--- config.mk ---
export PLATFORM = sky130hd
export DESIGN_NAME = snf_fifo
export DESIGN_NICKNAME = d
export VERILOG_FILES = /design/src/design/snf_pkg.sv /design/src/design/snf_fifo.sv
export SDC_FILE = /design/constraint.sdc
export NUM_CORES = 1
export LEC_CHECK = 0
export BUFFER_PORTS_ARGS = -buffer_cell sky130_fd_sc_hd__clkbuf_2
export CAP_MARGIN = 25
export CORE_AREA = 2 2 128 130
export DETAILED_ROUTE_END_ITERATION = 8
export DIE_AREA = 0 0 130 132
export PLACE_DENSITY = 0.7
export SETUP_SLACK_MARGIN = 0.2
export SLEW_MARGIN = 5
export SYNTH_ARGS = -nofsm -noshare
export SYNTH_HDL_FRONTEND = slang
export SYNTH_SLANG_ARGS = --single-unit
export TNS_END_PERCENT = 1
--- constraint.sdc ---
create_clock -name clock -period 3.5 [get_ports clock]
set_clock_uncertainty 0.05 [all_clocks]
set_input_delay 0.35 -clock clock [delete_from_list [all_inputs] [get_ports clock]]
set_output_delay 0.35 -clock clock [all_outputs]
set_load 0.03 [all_outputs]
--- src/design/snf_pkg.sv ---
// Shared types and constants for the neighbor finder unit.
// Used by every module of the block except snf_ram; depends on nothing.
package snf_pkg;

   localparam int MAX_CANDIDATES = 64;
   localparam int MIN_NEIGHBORS  = 3;
   localparam int ADDR_W         = $clog2(MAX_CANDIDATES);
   localparam int CNT_W          = $clog2(MAX_CANDIDATES + 1);
   localparam int ID_W           = 16;
   localparam int POS_W          = 32;
   localparam int MAG_W          = POS_W + 1;
   localparam int DIST_W         = 31;
   localparam int CFG_W          = 31;
   localparam int NCOUNT_W       = 7;
   localparam int SUM_W          = DIST_W + CNT_W;
   localparam int WORD_W         = ID_W + DIST_W;
   localparam int IN_TDATA_W     = ID_W + 3 * POS_W;
   localparam int OUT_FIELDS_W   = 2 * ID_W + DIST_W + NCOUNT_W;
   localparam int OUT_TDATA_W    = ((OUT_FIELDS_W + 7) / 8) * 8;
   localparam int FIFO_DEPTH     = 4;
   localparam int FIFO_AW        = $clog2(FIFO_DEPTH);

   // Command carried in tuser of the request channel.
   localparam logic CMD_CENTER    = 1'b0;
   localparam logic CMD_CANDIDATE = 1'b1;

   // Configuration register indexes.
   localparam logic CSR_BOX_SIZE = 1'b0;
   localparam logic CSR_CUTOFF   = 1'b1;

   typedef enum logic [1:0] {
      ST_EDGE     = 2'd0,
      ST_TOO_FEW  = 2'd1,
      ST_NOT_CONV = 2'd2,
      ST_OVERFLOW = 2'd3
   } status_type;

   // One classified word handed from the front to the back.
   typedef struct packed {
      logic              is_center;
      logic [ID_W-1:0]   atom_id;
      logic [DIST_W-1:0] distance;
      logic              keep;
      logic              last;
   } entry_type;

endpackage

--- src/design/snf_fifo.sv ---
// Short queue of classified words between the front and the back.
// Depends on snf_pkg for the word type and depth.
module snf_fifo (
   input  logic                clock,
   input  logic                reset,
   input  logic                push,
   input  snf_pkg::entry_type  push_entry,
   output logic                full,
   input  logic                pop,
   output snf_pkg::entry_type  pop_entry,
   output logic                valid
);
   import snf_pkg::*;

   entry_type            slot_ff [FIFO_DEPTH];
   logic [FIFO_AW-1:0]   wr_ptr_ff, wr_ptr_in;
   logic [FIFO_AW-1:0]   rd_ptr_ff, rd_ptr_in;
   logic [FIFO_AW:0]     fill_ff, fill_in;
   logic                 do_push, do_pop;

   assign full      = (fill_ff == (FIFO_AW+1)'(FIFO_DEPTH));
   assign valid     = (fill_ff != '0);
   assign do_push   = push && !full;
   assign do_pop    = pop && valid;
   assign pop_entry = slot_ff[rd_ptr_ff];

   // Pointer and fill bookkeeping.
   always_comb begin
      wr_ptr_in = do_push ? wr_ptr_ff + 1'b1 : wr_ptr_ff;
      rd_ptr_in = do_pop ? rd_ptr_ff + 1'b1 : rd_ptr_ff;
      fill_in   = fill_ff;
      if (do_push && !do_pop) begin
         fill_in = fill_ff + 1'b1;
      end else if (do_pop && !do_push) begin
         fill_in = fill_ff - 1'b1;
      end
   end

   always_ff @(posedge clock) begin
      if (reset) begin
         wr_ptr_ff <= '0;
         rd_ptr_ff <= '0;
         fill_ff   <= '0;
      end else begin
         wr_ptr_ff <= wr_ptr_in;
         rd_ptr_ff <= rd_ptr_in;
         fill_ff   <= fill_in;
      end
   end

   // Storage needs no reset.
   always_ff @(posedge clock) begin
      if (do_push) begin
         slot_ff[wr_ptr_ff] <= push_entry;
      end
   end

endmodule

==> impl_results.md <==
* Status: finished clean
* CTS sink count at approximately 210
* Final Total Pwr at 7.18 mW
* Global-route wire length before repair at just over 20000 um
* Final setup fails at 0
* Detailed Route Iter0 Violations at 185
* Syn Area/Cell at between 20 and 25 um^2
* NumNets Final at 497
* Hold Vio Cnt, Final at 0
* Total global-route track usage at 0.160
* Final estimated routing congestion in global placement at approximately 0.70
* Worst R2R Start: fill_ff[0]$_SDFFE_PP0P_
* Die height at 132 um
* Post_cts resized at 0
* Mapped Cells at 310
* HP Class: input pin to flop
* WHS Path Cells at 1
* Final setup margin at approximately 0.8 ns
* Crit path max-delay cell type: dfxtp_4
* Crit path cell chain: buf_4, mux4_2, clkbuf_2
* Core area at 15700 um^2
* Slew HR at 0.482
* Worst path arrival time at 2.29 ns
* Leak at 3.14 nW
* FFs w/ async S/R, synth at 0
* Initial core utilization at 0.493
* Fmax at around 370 MHz
* Worst-margin pin slew at about 0.78 ns
* First-pass DRT Iterations at 6
* Share of layout cells above drive strength 1 at 0.454
* Cts bufs inserted at 22
* Slew Viols, Final at 0
* Finished Core Util at 0.586
* Worst Hold Launch: push_entry[40]
* R2r setup slk at between 1 and 1.5 ns
* Syn Nets at 370
* Worst reg2reg path depth at 4
* Critical Path Sink Type: primary output
* Clk buf depth at 3
* DRC errors left at 0
* Width of the chip at about 130 um
* Sequential area share after synthesis at 0.799
* Mapped Area at 7740 um^2
* Via count at 3456
* Per-cell routed wire length at 20.0 um
* YS warnings at 0
* Setup_tns at 0 ns
* Cts hold-fix bufs at 0
* #FFs+latches synth at approximately 210
* Largest net degree at the start of global routing at 36
* Root Driver: clkbuf_16
* Placed Instances at 629
* Post-synth top flop: edfxtp_1
* Post-CTS setup buffers at 0
* Vias in the first global route at 3688
* Final min period at between 2 and 3 ns
* CTS tree: built
* Cell Rows at between 40 and 50
* Ratio of final minimum period to clock period at 0.770
* Pwr dens at 780 nW/um^2
* CP max FO at 31
* Multi-input logic area at approximately 1400 um^2
* Dpl cell area at 8510 um^2
* Port Buffers at 105
* CP peak stage delay at 0.75 ns
* H-tree depth at 1
* Initial antenna violation count at 0
* I/O pin count at 106
* CP Class: flop to primary output
* Finished Cell Area at slightly above 9000 um^2
* Synth-to-Final Area Change at 18.8%
* Final Hold Slack at 0.0203 ns
* Register area at 6190 um^2
* Fin cells at 668
* Die ar. at around 17000 um^2
* CP required at between 3 and 4 ns
* Clock latency on the worst-skew pair at approximately 0.49 ns
* CP startpoint kind: flop
* Vias/cell at about 5.2
* Routed wire length at between 10000 and 15000 um
* RSZ-0062 raised after global routing: false
* MaxCap Viol Count at 0
* Yosys cell types at 23
* CTS clk-pin slew, worst paths at around 0.060 ns
* Post-DP HPWL at roughly 8200 um
* Final antenna-violating net count at 0
* Antenna Cells at 0
* Fill cells at 1172
* Peak supply drop at 433 uV
* DP Worst Slack at approximately 1.2 ns
* GR Overflow Total at 0
* Post-synth EDFFs at 200
==> final cells by class <==
cell class,instances,share of cell area
well taps,216,0.0294
flip-flops and latches,209,0.673
inverters,4,0.00163
clock buffers,32,0.0661
multi-input cells,84,0.153
repair buffers,116,0.0688
clock inverters,7,0.00857
==> Yosys cell counts (2+ instances only) <==
library cell,n,area [um^2]
or3_1,3,18.8
dfxtp_1,9,180
mux2i_1,2,20.0
o21ai_0,2,10.0
and2_1,4,25.0
buf_2,5,25.0
buf_12,5,100
a21oi_1,2,10.0
xor2_1,4,35.0
nor2_1,5,18.8
inv_1,4,15.0
ha_1,5,62.6
nand2b_1,2,12.5
edfxtp_1,200,6010
mux4_2,50,1130
==> registers in the layout (all words and copies together), names as in the netlist, named ones only <==
name,cells
wr_ptr_ff,2
fill_ff,3
rd_ptr_ff,2
slot_ff,200
==> cells by family (layout without fill, tap and decap cells) <==
group | count (synthesis) | after routing | share of synthesized area
xor gates and xnor gates | 4 | 4 | 0.00452
muxes | 52 | 52 | 0.148
DFF | 209 | 209 | 0.799
adders and majority gates | 6 | 6 | 0.0107
buffers and inverters | 17 | 159 | 0.0205
and+or+nand+nor | 16 | 16 | 0.0121
AOI/OAI and AO/OA | 6 | 6 | 0.00533
==> worst max-delay path: cells and delay by family, from the launching register on <==
family	cells	cell delay, ns
DFF	1	0.75
buffers and inverters	2	0.52
muxes	1	0.52
==> placed cells by master (no fill, tap or decap), drive strengths merged <==
cell and n:
edfxtp 200, clkbuf 137, mux4 50, buf 11, dfxtp 9, nor2 6
ha 5, inv 5, and2 4, xor2 4, clkinv 4, or3 3
o21ai 2, a21oi 2, mux2i 2, nand2b 2, nor3b 1, o31ai 1
o311ai 1, fa 1, bufinv 1, clkinvlp 1
==> power breakdown <==
part | total, mW | internal [mW] | switching [mW] | leakage (nW)
combinational | 1.80 | 0.724 | 1.08 | 0.903
clock | 2.18 | 1.29 | 0.890 | 0.332
sequential | 3.20 | 3.01 | 0.186 | 1.91
total | 7.18 | 5.02 | 2.16 | 3.14
==> routing by layer <==
metal | routed length (um) | vias up | GRT usage | share of wire
met5 | 0 | - | 0 | 0
met4 | 156 | 0 | 0.0352 | 0.012
met3 | 720 | 16 | 0.0373 | 0.054
met2 | 6750 | 87 | 0.263 | 0.51
met1 | 5730 | 1791 | 0.221 | 0.43
li1 | - | 1562 | - | -
==> final timing paths <==
check	to
setup / recovery	pop_entry[14]
hold / removal	slot_ff[2][40]$_DFFE_PP_
setup reg to reg	slot_ff[2][12]$_DFFE_PP_
hold reg to reg	wr_ptr_ff[1]$_SDFFE_PP0P_
Note: power is estimated with default switching activity, not from simulation.
