## src/design/snf_pkg.sv

```systemverilog
// Shared types and constants for the neighbor finder unit.
// Used by every module of the block except snf_ram; depends on nothing.
package snf_pkg;

   localparam int MAX_CANDIDATES = 64;
   localparam int MIN_NEIGHBORS  = 3;
   localparam int ADDR_W         = $clog2(MAX_CANDIDATES);
   localparam int CNT_W          = $clog2(MAX_CANDIDATES + 1);
   localparam int ID_W           = 16;
   localparam int POS_W          = 32;
   localparam int MAG_W          = POS_W + 1;
   localparam int DIST_W         = 31;
   localparam int CFG_W          = 31;
   localparam int NCOUNT_W       = 7;
   localparam int SUM_W          = DIST_W + CNT_W;
   localparam int WORD_W         = ID_W + DIST_W;
   localparam int IN_TDATA_W     = ID_W + 3 * POS_W;
   localparam int OUT_FIELDS_W   = 2 * ID_W + DIST_W + NCOUNT_W;
   localparam int OUT_TDATA_W    = ((OUT_FIELDS_W + 7) / 8) * 8;
   localparam int FIFO_DEPTH     = 4;
   localparam int FIFO_AW        = $clog2(FIFO_DEPTH);

   // Command carried in tuser of the request channel.
   localparam logic CMD_CENTER    = 1'b0;
   localparam logic CMD_CANDIDATE = 1'b1;

   // Configuration register indexes.
   localparam logic CSR_BOX_SIZE = 1'b0;
   localparam logic CSR_CUTOFF   = 1'b1;

   typedef enum logic [1:0] {
      ST_EDGE     = 2'd0,
      ST_TOO_FEW  = 2'd1,
      ST_NOT_CONV = 2'd2,
      ST_OVERFLOW = 2'd3
   } status_type;

   // One classified word handed from the front to the back.
   typedef struct packed {
      logic              is_center;
      logic [ID_W-1:0]   atom_id;
      logic [DIST_W-1:0] distance;
      logic              keep;
      logic              last;
   } entry_type;

endpackage

```

## src/design/snf_front.sv

```systemverilog
// Front end: accepts request words, holds the central atom and configuration,
// and computes the periodic distance of each candidate. Depends on snf_pkg.
module snf_front (
   input  logic                          clock,
   input  logic                          reset,
   input  logic                          csr_wr_en,
   input  logic                          csr_index,
   input  logic [snf_pkg::CFG_W-1:0]     csr_wr_data,
   input  logic                          req_tvalid,
   output logic                          req_tready,
   input  logic [snf_pkg::IN_TDATA_W-1:0] req_tdata,
   input  logic                          req_tuser,
   input  logic                          req_tlast,
   output logic                          push_valid,
   output snf_pkg::entry_type            push_entry,
   input  logic                          fifo_full
);
   import snf_pkg::*;

   typedef enum logic [7:0] {
      F_IDLE = 8'b0000_0001,
      F_MOD  = 8'b0000_0010,
      F_FOLD = 8'b0000_0100,
      F_CHK  = 8'b0000_1000,
      F_SQ   = 8'b0001_0000,
      F_SQRT = 8'b0010_0000,
      F_KEEP = 8'b0100_0000,
      F_PUSH = 8'b1000_0000
   } fstate_type;

   fstate_type              state_ff, state_in;
   logic [CFG_W-1:0]        box_ff, box_in;
   logic [CFG_W-1:0]        cut_ff, cut_in;
   logic [ID_W-1:0]         ctr_id_ff, ctr_id_in;
   logic signed [POS_W-1:0] ctr_pos_ff [3];
   logic signed [POS_W-1:0] ctr_pos_in [3];
   entry_type               ent_ff, ent_in;
   logic [MAG_W-1:0]        mag_ff [3];
   logic [MAG_W-1:0]        mag_in [3];
   logic [POS_W-1:0]        rmod_ff [3];
   logic [POS_W-1:0]        rmod_in [3];
   logic [5:0]              step_ff, step_in;
   logic [1:0]              axis_ff, axis_in;
   logic [63:0]             sq_ff, sq_in;
   logic [34:0]             rem_ff, rem_in;
   logic [31:0]             root_ff, root_in;

   logic [ID_W-1:0]         in_id;
   logic signed [POS_W-1:0] in_pos [3];
   logic signed [MAG_W-1:0] delta [3];
   logic [MAG_W-1:0]        delta_abs [3];
   logic [POS_W-1:0]        mod_sh [3];
   logic [POS_W-1:0]        mod_nx [3];
   logic [MAG_W-1:0]        fold_nx [3];
   logic                    too_far;
   logic [DIST_W-1:0]       sq_sel;
   logic [2*DIST_W-1:0]     sq_prod;
   logic [34:0]             sqrt_sh, sqrt_trial;

   assign in_id      = req_tdata[ID_W-1:0];
   assign req_tready = (state_ff == F_IDLE);
   assign push_valid = (state_ff == F_PUSH);
   assign push_entry = ent_ff;
   assign sq_prod    = sq_sel * sq_sel;

   // Per-axis datapath: delta, one restoring modulo step, the fold and the cutoff test.
   always_comb begin
      too_far = 1'b0;
      for (int k = 0; k < 3; k++) begin
         in_pos[k]    = req_tdata[ID_W + k*POS_W +: POS_W];
         delta[k]     = {in_pos[k][POS_W-1], in_pos[k]}
                        - {ctr_pos_ff[k][POS_W-1], ctr_pos_ff[k]};
         delta_abs[k] = delta[k][MAG_W-1] ? MAG_W'(-delta[k]) : MAG_W'(delta[k]);
         mod_sh[k]    = {rmod_ff[k][POS_W-2:0], mag_ff[k][MAG_W-1]};
         mod_nx[k]    = (mod_sh[k] >= {1'b0, box_ff})
                        ? mod_sh[k] - {1'b0, box_ff} : mod_sh[k];
         fold_nx[k]   = ({rmod_ff[k], 1'b0} > {2'b00, box_ff})
                        ? {2'b00, box_ff - rmod_ff[k][DIST_W-1:0]}
                        : {1'b0, rmod_ff[k]};
         if (mag_ff[k] >= {2'b00, cut_ff}) begin
            too_far = 1'b1;
         end
      end
   end

   // Square-and-accumulate operand and the square root step.
   always_comb begin
      sq_sel = mag_ff[0][DIST_W-1:0];
      case (axis_ff)
         2'd1:    sq_sel = mag_ff[1][DIST_W-1:0];
         2'd2:    sq_sel = mag_ff[2][DIST_W-1:0];
         default: sq_sel = mag_ff[0][DIST_W-1:0];
      endcase
      sqrt_sh    = {rem_ff[32:0], sq_ff[63:62]};
      sqrt_trial = {1'b0, root_ff, 2'b01};
   end

   // Control sequence and next-state values.
   always_comb begin
      state_in  = state_ff;
      box_in    = box_ff;
      cut_in    = cut_ff;
      ctr_id_in = ctr_id_ff;
      ent_in    = ent_ff;
      step_in   = step_ff;
      axis_in   = axis_ff;
      sq_in     = sq_ff;
      rem_in    = rem_ff;
      root_in   = root_ff;
      for (int k = 0; k < 3; k++) begin
         ctr_pos_in[k] = ctr_pos_ff[k];
         mag_in[k]     = mag_ff[k];
         rmod_in[k]    = rmod_ff[k];
      end

      if (csr_wr_en) begin
         if (csr_index == CSR_BOX_SIZE) begin
            box_in = csr_wr_data;
         end else begin
            cut_in = csr_wr_data;
         end
      end

      case (state_ff)
         F_IDLE: begin
            if (req_tvalid) begin
               ent_in.atom_id   = in_id;
               ent_in.last      = req_tlast;
               ent_in.is_center = (req_tuser == CMD_CENTER);
               ent_in.keep      = 1'b0;
               ent_in.distance  = '0;
               if (req_tuser == CMD_CENTER) begin
                  ctr_id_in = in_id;
                  for (int k = 0; k < 3; k++) begin
                     ctr_pos_in[k] = in_pos[k];
                  end
                  state_in = F_PUSH;
               end else if (in_id == ctr_id_ff) begin
                  state_in = F_PUSH;
               end else begin
                  for (int k = 0; k < 3; k++) begin
                     mag_in[k]  = delta_abs[k];
                     rmod_in[k] = '0;
                  end
                  step_in  = 6'(MAG_W - 1);
                  state_in = (box_ff == '0) ? F_CHK : F_MOD;
               end
            end
         end
         F_MOD: begin
            for (int k = 0; k < 3; k++) begin
               rmod_in[k] = mod_nx[k];
               mag_in[k]  = {mag_ff[k][MAG_W-2:0], 1'b0};
            end
            step_in = step_ff - 1'b1;
            if (step_ff == '0) begin
               state_in = F_FOLD;
            end
         end
         F_FOLD: begin
            for (int k = 0; k < 3; k++) begin
               mag_in[k] = fold_nx[k];
            end
            state_in = F_CHK;
         end
         F_CHK: begin
            if (too_far) begin
               state_in = F_PUSH;
            end else begin
               sq_in    = '0;
               axis_in  = '0;
               state_in = F_SQ;
            end
         end
         F_SQ: begin
            sq_in   = sq_ff + 64'(sq_prod);
            axis_in = axis_ff + 1'b1;
            if (axis_ff == 2'd2) begin
               rem_in   = '0;
               root_in  = '0;
               step_in  = 6'd31;
               state_in = F_SQRT;
            end
         end
         F_SQRT: begin
            if (sqrt_sh >= sqrt_trial) begin
               rem_in  = sqrt_sh - sqrt_trial;
               root_in = {root_ff[30:0], 1'b1};
            end else begin
               rem_in  = sqrt_sh;
               root_in = {root_ff[30:0], 1'b0};
            end
            sq_in   = {sq_ff[61:0], 2'b00};
            step_in = step_ff - 1'b1;
            if (step_ff == '0) begin
               state_in = F_KEEP;
            end
         end
         F_KEEP: begin
            ent_in.keep     = (root_ff < {1'b0, cut_ff});
            ent_in.distance = root_ff[DIST_W-1:0];
            state_in        = F_PUSH;
         end
         F_PUSH: begin
            if (!fifo_full) begin
               state_in = F_IDLE;
            end
         end
         default: state_in = F_IDLE;
      endcase
   end

   always_ff @(posedge clock) begin
      if (reset) begin
         state_ff  <= F_IDLE;
         box_ff    <= CFG_W'(655360);
         cut_ff    <= CFG_W'(360448);
         ctr_id_ff <= '0;
         for (int k = 0; k < 3; k++) begin
            ctr_pos_ff[k] <= '0;
         end
      end else begin
         state_ff  <= state_in;
         box_ff    <= box_in;
         cut_ff    <= cut_in;
         ctr_id_ff <= ctr_id_in;
         for (int k = 0; k < 3; k++) begin
            ctr_pos_ff[k] <= ctr_pos_in[k];
         end
      end
   end

   // Datapath registers need no reset.
   always_ff @(posedge clock) begin
      ent_ff  <= ent_in;
      step_ff <= step_in;
      axis_ff <= axis_in;
      sq_ff   <= sq_in;
      rem_ff  <= rem_in;
      root_ff <= root_in;
      for (int k = 0; k < 3; k++) begin
         mag_ff[k]  <= mag_in[k];
         rmod_ff[k] <= rmod_in[k];
      end
   end

endmodule

```

## config.mk

```make
export PLATFORM = sky130hd
export DESIGN_NAME = snf_front
export DESIGN_NICKNAME = d
export VERILOG_FILES = /design/src/design/snf_pkg.sv /design/src/design/snf_front.sv
export SDC_FILE = /design/constraint.sdc
export NUM_CORES = 2
export LEC_CHECK = 0
export ABC_AREA = 0
export BUFFER_PORTS_ARGS = -buffer_cell sky130_fd_sc_hd__clkbuf_2
export CAP_MARGIN = 10
export CORE_ASPECT_RATIO = 2
export CORE_UTILIZATION = 40
export DETAILED_ROUTE_END_ITERATION = 12
export GPL_TIMING_DRIVEN = 0
export PLACE_DENSITY_LB_ADDON = 0.1
export SYNTH_ARGS = -nofsm -noshare
export SYNTH_HDL_FRONTEND = slang
export SYNTH_SLANG_ARGS = --single-unit
```

## constraint.sdc

```tcl
create_clock -name clock -period 9.3 [get_ports clock]
set_input_delay 1.86 -clock clock [delete_from_list [all_inputs] [get_ports clock]]
set_output_delay 1.86 -clock clock [all_outputs]
set_load 0.01 [all_outputs]
```

==> impl_metrics.ini <==
[outcome]
status = complete, but fails checks
violations = negative setup slack

[global_route]
grt_pass1_vias = 71270
grt_max_degree = 66
antenna_found_initial = 7
gr-usage-all-layers = 0.3750
grt_overflow_total = 0
grt_pass1_wl_um = 491900

[critical_path]
crit_path_end_kind = flip-flop
critical_path.max_fanout = 7
required_ns = 9.67
critPathSlowestCell = fa_1
crit_arrival_ns = 9.73
crit_type = reg2reg
critPathMaxStageDelay_ns = 0.57
reg2reg_slack_ns = -0.06
cpMostUsedCell = fa_1
startpoint_type = flip-flop

[yosys]
avgSynthCellArea_um2 = 8.614
ys_types = 107
synth-main-ff-cell = edfxtp_1
netlist_area_um2 = 73920
ys_async_sr_fraction = 0
synth_area_leaders = fa_1 (22%), edfxtp_1 (16%), ha_1 (12%), inv_1 (6.8%), nand2_1 (5.1%)
syn_inst = 8581
synth_seq_area_share = 0.2045
synth_top_area_frac = 0.2188
yosys_warnings = 0
syn-num-nets = 10250
ys_ff_latch = 564
yosys.area.top_type = fa_1
synth_edf_count = 382

[detailed_routing]
viasPerCell = 5.767
drt-pass1-iter-count = 7
drc = 0
drt_iter0_drc = 4099
wl_per_cell_um = 30.49
drt_wl_total_um = 348800
vias = 65990
postRouteAntennaNets = 0

[floorplanning]
dieArea_um2 = 186600
rows = 222
core_area_um2 = 183000
io_pins = 203
chipWidth_um = 306.0
initial_core_util = 0.4038
die-height_um = 609.9

[timing]
relSlewSlack = 0.03328
clock_skew_ns = 0.05947
hold_viol = 0
period_needed_ns = 9.357
worst_pin_slew_ns = 1.441
worst_slack_ns = -0.05684
rsz0062_at_grt = yes
setup_viol = 1
post-route-period-util = 1.006
drv_slew = 0
hold_slack_ns = 0.4543
fmaxAchievable_mhz = 106.9

[clocking]
clock_path_buffers = 3
numCtsBuffers = 67
insertion_delay_ns = 0.73
clkTransAtPathRegs_ns = 0.07
cts.sinks = 564
ctsRootBufferMaster = clkbuf_16
cts_tree = built
cts_max_level = 3

[final_layout]
syn2layout_area_growth_pct = 15.03
final_layout_size_suffix_gt1_frac = 0.1081
n_fill_cell = 18270
final_cell_mix = inv_1 (1,316), nand2_1 (975), fa_1 (769)
nNetsFinal = 10700
final_cells = 11440
final_common_cell = inv_1

[placed_design]
numPortBuffers = 201
hpwl_um = 290100
placed_cells = 11170
finalWeightedCongestion = 1.068

[flow_run]
drv_cap = 0

[min_path]
min-delay-path-class = reg2reg
state kept, by name, indices dropped and copies added, names as in the netlist, 6 cells and up:
name        flops
rem_ff         33
step_ff         6
sq_ff          64
mag_ff         99
ctr_id_ff      16
state_ff        8
push_entry     50
ctr_pos_ff     96
cut_ff         31
rmod_ff        96
box_ff         31
root_ff        32
worst paths after layout:
kind,start,to,cells after the start
hold reg to reg,ctr_pos_ff[0][12]$_SDFFE_PP0P_,ctr_pos_ff[0][12]$_SDFFE_PP0P_,2
setup / recovery,axis_ff[0]$_SDFFCE_PN0P_,sq_ff[61]$_DFFE_PP_,33
hold / removal,ctr_pos_ff[0][12]$_SDFFE_PP0P_,ctr_pos_ff[0][12]$_SDFFE_PP0P_,2
setup reg to reg,axis_ff[0]$_SDFFCE_PN0P_,sq_ff[61]$_DFFE_PP_,33
metrics by stage:
| stage | area [µm²] | setup TNS, ns | util | setup slack, ns |
|---|---|---|---|---|
| floorplan | 73920 | 0 | - | 0.2375 |
| detailed placement | 78490 | -136.68 | 0.4288 | -4.352 |
| global route | 85010 | -0.7496 | 0.4644 | -0.1999 |
| finish | 85030 | -0.05684 | 0.4645 | -0.05684 |
| CTS | 83930 | -0.2039 | 0.4585 | -0.06445 |
| global placement | 77870 | -821.40 | 0.4254 | -5.041 |
layout make-up:
type	count	area [µm²]	area share
plain buffers	317	2340	0.02752
well taps	2352	2943	0.03461
multi-input cells	6329	53990	0.6350
repair buffers	396	3120	0.03670
clock buffers	90	1972	0.02319
inverters	1351	5134	0.06038
diodes	9	22.52	0.0002649
clock inverters	34	390.4	0.004591
flip-flops and latches	564	15110	0.1778
per-layer routing:
layer / vias up / GRT usage / share of wire
met5: - / 0 / 0.000034
met4: 2 / 0.4493 / 0.15
met3: 1369 / 0.05835 / 0.046
met2: 2445 / 0.6980 / 0.52
met1: 32560 / 0.3062 / 0.28
li1: 29610 / - / -
cell families (layout without fill, tap and decap cells):
group	after synthesis	after routing	synth area share
other cells	0	9	0
simple gates	2413	2413	0.1456
mux	62	62	0.008447
fa+ha+maj	1523	1523	0.3398
compound gates	1882	1882	0.1622
buf+inv	1688	2188	0.08621
xor+xnor	449	449	0.05320
flops	564	564	0.2045
critical path: cells and delay by family, from the launching register on:
kind	cells	cell delay (ns)
simple gates	3	0.53
fa+ha+maj	10	4.63
flops	1	0.44
buf+inv	8	0.84
compound gates	11	2.28
xor+xnor	1	0.21
cells in the mapped netlist, types with 43 or more instances:
cell type	number
a22oi_1	48
a211oi_1	58
ha_1	714
xnor2_1	276
nor2b_1	78
nand2_1	999
a21o_1	243
xor2_1	173
nand3_1	107
o221ai_1	52
nand4_1	80
nor3_1	105
inv_1	1347
o21a_1	81
o21bai_1	61
fa_1	808
a31oi_1	52
o21ai_0	295
nor2_1	724
a21oi_1	677
mux2i_1	59
nand2b_1	65
and3_1	43
clkbuf_1	309
dfxtp_1	182
edfxtp_1	382
repair_timing:
action                                  CTS  global route
setup buffers                           114            42
resized for setup                       549           196
gates cloned                              2             0
hold endpoints to repair                  0             0
endpoints found under the setup margin   54            25
pin swaps                                93           112
hold buffers                              0             0
Power is left out: the tool's default activity adds up to more than one toggle a clock period on the data nets, which glitch-free logic cannot reach.
