==> src/design/snf_pkg.sv <==
// Shared types and constants for the neighbor finder unit.
// Used by every module of the block except snf_ram; depends on nothing.
package snf_pkg;

   localparam int MAX_CANDIDATES = 64;
   localparam int MIN_NEIGHBORS  = 3;
   localparam int ADDR_W         = $clog2(MAX_CANDIDATES);
   localparam int CNT_W          = $clog2(MAX_CANDIDATES + 1);
   localparam int ID_W           = 16;
   localparam int POS_W          = 32;
   localparam int MAG_W          = POS_W + 1;
   localparam int DIST_W         = 31;
   localparam int CFG_W          = 31;
   localparam int NCOUNT_W       = 7;
   localparam int SUM_W          = DIST_W + CNT_W;
   localparam int WORD_W         = ID_W + DIST_W;
   localparam int IN_TDATA_W     = ID_W + 3 * POS_W;
   localparam int OUT_FIELDS_W   = 2 * ID_W + DIST_W + NCOUNT_W;
   localparam int OUT_TDATA_W    = ((OUT_FIELDS_W + 7) / 8) * 8;
   localparam int FIFO_DEPTH     = 4;
   localparam int FIFO_AW        = $clog2(FIFO_DEPTH);

   // Command carried in tuser of the request channel.
   localparam logic CMD_CENTER    = 1'b0;
   localparam logic CMD_CANDIDATE = 1'b1;

   // Configuration register indexes.
   localparam logic CSR_BOX_SIZE = 1'b0;
   localparam logic CSR_CUTOFF   = 1'b1;

   typedef enum logic [1:0] {
      ST_EDGE     = 2'd0,
      ST_TOO_FEW  = 2'd1,
      ST_NOT_CONV = 2'd2,
      ST_OVERFLOW = 2'd3
   } status_type;

   // One classified word handed from the front to the back.
   typedef struct packed {
      logic              is_center;
      logic [ID_W-1:0]   atom_id;
      logic [DIST_W-1:0] distance;
      logic              keep;
      logic              last;
   } entry_type;

endpackage

==> src/design/snf_ram.sv <==
// Generic single-port-write, single-port-read RAM with registered read data.
// Standalone; no package needed.
module snf_ram #(
   parameter int WIDTH = 8,
   parameter int DEPTH = 16
) (
   input  logic                     clock,
   input  logic                     wr_en,
   input  logic [$clog2(DEPTH)-1:0] wr_addr,
   input  logic [WIDTH-1:0]         wr_data,
   input  logic                     rd_en,
   input  logic [$clog2(DEPTH)-1:0] rd_addr,
   output logic [WIDTH-1:0]         rd_data
);

   logic [WIDTH-1:0] mem_ff [DEPTH];
   logic [WIDTH-1:0] rd_data_ff;

   // Write and registered read; read data holds while rd_en is low.
   always_ff @(posedge clock) begin
      if (wr_en) begin
         mem_ff[wr_addr] <= wr_data;
      end
      if (rd_en) begin
         rd_data_ff <= mem_ff[rd_addr];
      end
   end

   assign rd_data = rd_data_ff;

endmodule

==> src/design/snf_back.sv <==
// Back end: sorted insertion into the candidate store, the radius growth
// pass at frame end, and the result register. Depends on snf_pkg, snf_ram.
module snf_back (
   input  logic                            clock,
   input  logic                            reset,
   input  logic                            q_valid,
   input  snf_pkg::entry_type              q_entry,
   output logic                            q_pop,
   output logic                            rsp_tvalid,
   input  logic                            rsp_tready,
   output logic [snf_pkg::OUT_TDATA_W-1:0] rsp_tdata,
   output snf_pkg::status_type             rsp_tuser,
   output logic                            rsp_tlast
);
   import snf_pkg::*;

   typedef enum logic [8:0] {
      B_IDLE = 9'b0_0000_0001,
      B_INS  = 9'b0_0000_0010,
      B_INS0 = 9'b0_0000_0100,
      B_FIN  = 9'b0_0000_1000,
      B_SUM  = 9'b0_0001_0000,
      B_GCHK = 9'b0_0010_0000,
      B_GROW = 9'b0_0100_0000,
      B_EMIT = 9'b0_1000_0000,
      B_ERR  = 9'b1_0000_0000
   } bstate_type;

   bstate_type          state_ff, state_in;
   logic [CNT_W-1:0]    cnt_ff, cnt_in;
   logic                ovf_ff, ovf_in;
   logic [ID_W-1:0]     cid_ff, cid_in;
   logic [ID_W-1:0]     new_id_ff, new_id_in;
   logic [DIST_W-1:0]   new_dist_ff, new_dist_in;
   logic                last_ff, last_in;
   logic [CNT_W-1:0]    idx_ff, idx_in;
   logic [CNT_W-1:0]    m_ff, m_in;
   logic [SUM_W-1:0]    sum_ff, sum_in;
   status_type          err_ff, err_in;
   logic                rvalid_ff, rvalid_in;
   logic [ID_W-1:0]     r_cid_ff, r_cid_in;
   logic [ID_W-1:0]     r_nid_ff, r_nid_in;
   logic [DIST_W-1:0]   r_dist_ff, r_dist_in;
   status_type          r_st_ff, r_st_in;
   logic [NCOUNT_W-1:0] r_cnt_ff, r_cnt_in;
   logic                r_last_ff, r_last_in;

   logic                wr_en, rd_en;
   logic [ADDR_W-1:0]   wr_addr, rd_addr;
   logic [WORD_W-1:0]   wr_data, rd_data;
   logic [ID_W-1:0]     rd_id;
   logic [DIST_W-1:0]   rd_dist;
   logic [SUM_W-1:0]    prod;
   logic                out_free;

   snf_ram #(
      .WIDTH (WORD_W),
      .DEPTH (MAX_CANDIDATES)
   ) u_store (
      .clock   (clock),
      .wr_en   (wr_en),
      .wr_addr (wr_addr),
      .wr_data (wr_data),
      .rd_en   (rd_en),
      .rd_addr (rd_addr),
      .rd_data (rd_data)
   );

   assign rd_id    = rd_data[WORD_W-1:DIST_W];
   assign rd_dist  = rd_data[DIST_W-1:0];
   // The radius divides by m - 2, so the test compares against d(m) * (m - 2).
   assign prod     = SUM_W'(rd_dist) * SUM_W'(m_ff - CNT_W'(2));
   assign out_free = !rvalid_ff || rsp_tready;

   assign rsp_tvalid = rvalid_ff;
   assign rsp_tlast  = r_last_ff;
   assign rsp_tuser  = r_st_ff;
   assign rsp_tdata  = OUT_TDATA_W'({r_cnt_ff, r_dist_ff, r_nid_ff, r_cid_ff});

   // Frame sequencer.
   always_comb begin
      state_in    = state_ff;
      cnt_in      = cnt_ff;
      ovf_in      = ovf_ff;
      cid_in      = cid_ff;
      new_id_in   = new_id_ff;
      new_dist_in = new_dist_ff;
      last_in     = last_ff;
      idx_in      = idx_ff;
      m_in        = m_ff;
      sum_in      = sum_ff;
      err_in      = err_ff;
      rvalid_in   = rvalid_ff && !rsp_tready;
      r_cid_in    = r_cid_ff;
      r_nid_in    = r_nid_ff;
      r_dist_in   = r_dist_ff;
      r_st_in     = r_st_ff;
      r_cnt_in    = r_cnt_ff;
      r_last_in   = r_last_ff;
      q_pop       = 1'b0;
      wr_en       = 1'b0;
      wr_addr     = '0;
      wr_data     = {new_id_ff, new_dist_ff};
      rd_en       = 1'b0;
      rd_addr     = '0;

      case (state_ff)
         B_IDLE: begin
            q_pop = q_valid;
            if (q_valid) begin
               if (q_entry.is_center) begin
                  cid_in = q_entry.atom_id;
                  cnt_in = '0;
                  ovf_in = 1'b0;
               end else if (q_entry.keep) begin
                  if (cnt_ff >= CNT_W'(MAX_CANDIDATES)) begin
                     ovf_in = 1'b1;
                     if (q_entry.last) begin
                        state_in = B_FIN;
                     end
                  end else begin
                     new_id_in   = q_entry.atom_id;
                     new_dist_in = q_entry.distance;
                     last_in     = q_entry.last;
                     if (cnt_ff == '0) begin
                        wr_en   = 1'b1;
                        wr_data = {q_entry.atom_id, q_entry.distance};
                        cnt_in  = cnt_ff + 1'b1;
                        if (q_entry.last) begin
                           state_in = B_FIN;
                        end
                     end else begin
                        idx_in   = cnt_ff;
                        rd_en    = 1'b1;
                        rd_addr  = ADDR_W'(cnt_ff - 1'b1);
                        state_in = B_INS;
                     end
                  end
               end else if (q_entry.last) begin
                  state_in = B_FIN;
               end
            end
         end
         // Walk down from the top, moving larger entries up by one.
         B_INS: begin
            wr_en   = 1'b1;
            wr_addr = ADDR_W'(idx_ff);
            if (rd_dist > new_dist_ff) begin
               wr_data = rd_data;
               idx_in  = idx_ff - 1'b1;
               if (idx_ff == CNT_W'(1)) begin
                  state_in = B_INS0;
               end else begin
                  rd_en   = 1'b1;
                  rd_addr = ADDR_W'(idx_ff - CNT_W'(2));
               end
            end else begin
               cnt_in   = cnt_ff + 1'b1;
               state_in = last_ff ? B_FIN : B_IDLE;
            end
         end
         B_INS0: begin
            wr_en    = 1'b1;
            wr_addr  = '0;
            cnt_in   = cnt_ff + 1'b1;
            state_in = last_ff ? B_FIN : B_IDLE;
         end
         B_FIN: begin
            if (ovf_ff) begin
               err_in   = ST_OVERFLOW;
               state_in = B_ERR;
            end else if (cnt_ff < CNT_W'(MIN_NEIGHBORS)) begin
               err_in   = ST_TOO_FEW;
               state_in = B_ERR;
            end else begin
               rd_en    = 1'b1;
               rd_addr  = '0;
               idx_in   = '0;
               sum_in   = '0;
               state_in = B_SUM;
            end
         end
         // Sum of the nearest minimum set.
         B_SUM: begin
            sum_in = sum_ff + SUM_W'(rd_dist);
            if (idx_ff == CNT_W'(MIN_NEIGHBORS - 1)) begin
               m_in     = CNT_W'(MIN_NEIGHBORS);
               state_in = B_GCHK;
            end else begin
               idx_in  = idx_ff + 1'b1;
               rd_en   = 1'b1;
               rd_addr = ADDR_W'(idx_ff + 1'b1);
            end
         end
         B_GCHK: begin
            if (m_ff == cnt_ff) begin
               err_in   = ST_NOT_CONV;
               state_in = B_ERR;
            end else begin
               rd_en    = 1'b1;
               rd_addr  = ADDR_W'(m_ff);
               state_in = B_GROW;
            end
         end
         // Grow while the radius exceeds the next distance.
         B_GROW: begin
            if (sum_ff > prod) begin
               sum_in   = sum_ff + SUM_W'(rd_dist);
               m_in     = m_ff + 1'b1;
               state_in = B_GCHK;
            end else begin
               idx_in   = '0;
               rd_en    = 1'b1;
               rd_addr  = '0;
               state_in = B_EMIT;
            end
         end
         B_EMIT: begin
            if (out_free) begin
               rvalid_in = 1'b1;
               r_cid_in  = cid_ff;
               r_nid_in  = rd_id;
               r_dist_in = rd_dist;
               r_st_in   = ST_EDGE;
               r_cnt_in  = NCOUNT_W'(m_ff);
               r_last_in = (idx_ff == m_ff - 1'b1);
               if (idx_ff == m_ff - 1'b1) begin
                  cnt_in   = '0;
                  ovf_in   = 1'b0;
                  state_in = B_IDLE;
               end else begin
                  idx_in  = idx_ff + 1'b1;
                  rd_en   = 1'b1;
                  rd_addr = ADDR_W'(idx_ff + 1'b1);
               end
            end
         end
         B_ERR: begin
            if (out_free) begin
               rvalid_in = 1'b1;
               r_cid_in  = cid_ff;
               r_nid_in  = '0;
               r_dist_in = '0;
               r_st_in   = err_ff;
               r_cnt_in  = '0;
               r_last_in = 1'b1;
               cnt_in    = '0;
               ovf_in    = 1'b0;
               state_in  = B_IDLE;
            end
         end
         default: state_in = B_IDLE;
      endcase
   end

   always_ff @(posedge clock) begin
      if (reset) begin
         state_ff  <= B_IDLE;
         cnt_ff    <= '0;
         ovf_ff    <= 1'b0;
         cid_ff    <= '0;
         rvalid_ff <= 1'b0;
      end else begin
         state_ff  <= state_in;
         cnt_ff    <= cnt_in;
         ovf_ff    <= ovf_in;
         cid_ff    <= cid_in;
         rvalid_ff <= rvalid_in;
      end
   end

   // Datapath and result payload registers need no reset.
   always_ff @(posedge clock) begin
      new_id_ff   <= new_id_in;
      new_dist_ff <= new_dist_in;
      last_ff     <= last_in;
      idx_ff      <= idx_in;
      m_ff        <= m_in;
      sum_ff      <= sum_in;
      err_ff      <= err_in;
      r_cid_ff    <= r_cid_in;
      r_nid_ff    <= r_nid_in;
      r_dist_ff   <= r_dist_in;
      r_st_ff     <= r_st_in;
      r_cnt_ff    <= r_cnt_in;
      r_last_ff   <= r_last_in;
   end

endmodule
==> config.mk <==
export PLATFORM = sky130hd
export DESIGN_NAME = snf_back
export DESIGN_NICKNAME = d
export VERILOG_FILES = /design/src/design/snf_pkg.sv /design/src/design/snf_ram.sv /design/src/design/snf_back.sv
export SDC_FILE = /design/constraint.sdc
export NUM_CORES = 2
export LEC_CHECK = 0
export ABC_CLOCK_PERIOD_IN_PS = 10500
export BUFFER_PORTS_ARGS = -buffer_cell sky130_fd_sc_hd__buf_2
export CAP_MARGIN = 20
export CORE_ASPECT_RATIO = 1.4
export CORE_MARGIN = 2
export CORE_UTILIZATION = 23
export CTS_CLUSTER_SIZE = 30
export DETAILED_ROUTE_END_ITERATION = 10
export SLEW_MARGIN = 15
export SYNTH_ARGS = -nofsm -noshare
export SYNTH_HDL_FRONTEND = slang
export SYNTH_SLANG_ARGS = --single-unit
==> constraint.sdc <==
create_clock -name clock -period 10.5 [get_ports clock]
set_clock_uncertainty 0.1 [all_clocks]
set_input_delay 1.575 -clock clock [delete_from_list [all_inputs] [get_ports clock]]
set_output_delay 1.575 -clock clock [all_outputs]
set_load 0.01 [all_outputs]
==> metrics.txt <==
Setup WS pre-CTS 0.616 ns; die height 922 um; Setup crit start kind register; Gate Count Post-Synth 9,789; layout cells sized above 1 a little over a tenth; Static Leakage 53.7 nW; grt ovf 0; hold_ws 0.329 ns; GP Congestion 0.857; Seq/Total Area, Yosys 70.5%; placed inst area 0.150 sq mm; worst setup margin roughly 0.56 ns; Worst-path clk slew 0.08 ns; WS Path Type reg2reg; die width between 600 and 700 um; via/cell ratio 4.74; sequential share of power roughly half; Logic pwr share 15.6%; Clock Sinks 3,264; minimum clock period around 9.9 ns; TritonCTS clock tree done; Final #Nets 10,300; clock root buffer clkbuf_16; PD cells 192 mW/mm^2; Yosys top cell area share approximately 70%; FF-to-FF Start m_ff[1]; clock share of power 35.7%; dominant synthesized flop cell edfxtp_1; fin area 0.160 sq mm; clk_lat worst skew 0.97 ns; top post-synthesis cells by count edfxtp_1, nand2_1, mux2i_1; synth warn 0; r2r worst-path depth 38; RSZ-0062 raised after global routing no; vias in the first global route 84,400; Syn Std Cell Area 0.139 sq mm; max-cap violations 0; Util after Layout a little over a quarter; Synth Register Bits 3,264; Remaining DRCs 0; P_sw 8.28 mW; count of final max-slew check failures 0; IO Count 131; cts hold-fix bufs 0; status complete, no violations; Yosys cell types 91; reg-to-reg critical path endpoint idx_ff[5]; Total Wirelength 445 mm; Sw Ratio approximately 27%; area of the multi-input gates 0.0381 sq mm; syn avg cell area 14.2 sq um; Worst Hold Class reg2reg; 1st-iter DRT viols between 9,000 and 10,000; FP Rows 337; Clock Tree Buf Depth 4; cts repair resizes 0; largest area contributor in the netlist edfxtp_1; crit path DAT 10.42 ns; Hold Crit Depth 0; DRT Pass-1 Iters 6; detailed-route via count 86,100; final antenna-violating net count 0; first-pass GRT wire length 621 mm; Port Buf Inserts about 130; Post-synth EDFFs 3,230; slowest stage delay, CP 0.50 ns; area grow syn2layout 15.2%; H-tree depth 5; period utilization between 90% and 100%; largest net degree at the start of global routing about 130; Die Area 0.609 sq mm; most frequent cell after synthesis edfxtp_1; CP Max Fanout 30; post-detail-place hpwl 260 mm; initial antenna violation count 26; WHS Endpoint r_cid_ff[12]; Seq. cell area between 0.09 and 0.1 sq mm; CTS Buf Count 295; CP most frequent cell a21o_1; relative slew slack 14.2%; WL/cell 24.5 um; Worst path slowest cell or3b_2; core area between 0.6 and 0.7 sq mm; Fillers 60,800; Initial Util 23.1%; CP endpoint kind register; setup slack, reg-to-reg between 0.5 and 0.6 ns; worst slew pin tran 1.27 ns; min-delay src cid_ff[12]; Hold Violations, Final 0; maximum vdd drop 0.000126 V; async set or reset register ratio after synthesis 0%; Synth area leaders edfxtp_1, nand2_1, mux2i_1, fa_1, ha_1; fmax around 0.10 GHz; final-report setup violation count 0; P_int 22.3 mW; Crit path required time between 10 and 15 ns; TNS Setup 0 ns; Post-CTS Setup Inserts 0; GRT Resource Usage Total 14.0%
## worst max-delay path: cells and delay by family, from the launching register on
family,cells,cell delay [ns]
AOI/OAI and AO/OA,15,3.39
adders and majority gates,7,2.76
and+or+nand+nor,8,1.69
buffers and inverters,7,1.03
DFF,1,0.39
xor gates and xnor gates,1,0.17
## flip-flops by register name, summed over array words and instances, names as in the netlist
signal,cells
sum_ff,38
idx_ff,7
u_store.mem_ff,3008
rsp_tvalid,1
err_ff,2
r_cnt_ff,7
state_ff,9
m_ff,7
rsp_tlast,1
r_dist_ff,31
last_ff,1
u_store.rd_data,47
ovf_ff,1
r_cid_ff,16
cid_ff,16
new_dist_ff,31
r_nid_ff,16
rsp_tuser,2
new_id_ff,16
cnt_ff,7
## logic make-up (layout without fill, tap and decap cells)
kind of cell,after synthesis,in the layout,synth area share (%)
compound gates,1489,1489,7.45
xor+xnor,111,111,0.702
fa+ha+maj,373,373,4.32
buf+inv,899,1246,2.75
flops,3264,3264,70.5
mux,564,564,4.11
other cells,1,55,0.00271
simple gates,3088,3088,10.1
## worst max path at each step
stage | from | end | depth (start not counted)
finish | m_ff[1] | idx_ff[5] | 38
floorplan | m_ff[1] | u_store.rd_data[0] | 38
detailed placement | m_ff[1] | idx_ff[3] | 38
global route | m_ff[1] | idx_ff[5] | 38
global placement | m_ff[1] | idx_ff[6] | 38
CTS | m_ff[1] | idx_ff[2] | 38
## metal layers
| layer | track usage (%) | routed length [um] | share of wire, % | vias up |
|---|---|---|---|---|
| met1 | 15.9 | 160000 | 36 | 44300 |
| met5 | 0 | 46 | 0.010 | - |
| met2 | 24.2 | 217000 | 49 | 3827 |
| met3 | 2.54 | 35500 | 8.0 | 895 |
| met4 | 9.35 | 32300 | 7.3 | 6 |
| li1 | - | - | - | 37000 |
## power groups by stage
stage	Clock (mW)	Sequential [mW]	Combinational [mW]
2_1_floorplan	0	15.2	2.89
3_3_place_gp	0	15.2	4.67
3_5_place_dp	0	15.2	4.73
4_1_cts	11.0	14.9	4.75
5_1_grt	11.5	14.9	5.16
6_report	10.9	14.9	4.76
## layout by cell type, fill, tap and decap left out, drive strengths merged, types with 53 or more instances in the layout
| master | instances |
|---|---|
| nor2 | 258 |
| o22ai | 217 |
| a221oi | 67 |
| ha | 197 |
| xnor2 | 56 |
| nand3 | 309 |
| diode | 53 |
| nor4 | 97 |
| and2 | 183 |
| and3 | 239 |
| edfxtp | 3230 |
| a211oi | 191 |
| a31oi | 292 |
| inv | 320 |
| xor2 | 55 |
| clkinv | 115 |
| nand2 | 1745 |
| fa | 176 |
| a21oi | 228 |
| a32oi | 140 |
| a22oi | 89 |
| mux2i | 522 |
| o21ai | 71 |
| buf | 423 |
| clkbuf | 348 |
| nor2b | 68 |
## per-stage QoR
step	power, mW	std cells
2_1_floorplan	18.0	9790
3_3_place_gp	19.9	17600
3_5_place_dp	19.9	17600
4_1_cts	30.7	18100
5_1_grt	31.5	18100
6_report	30.6	18200
## area by class of cell
type,count,area share [%]
Tap cell,7966,6.24
Clock inverter,172,1.11
Sequential cell,3264,61.2
Inverter,303,0.713
Timing Repair Buffer,423,1.97
Clock buffer,348,4.84
Multi-Input combinational cell,5627,23.8
Antenna cell,53,0.0831
Note: power is estimated with default switching activity, not from simulation.
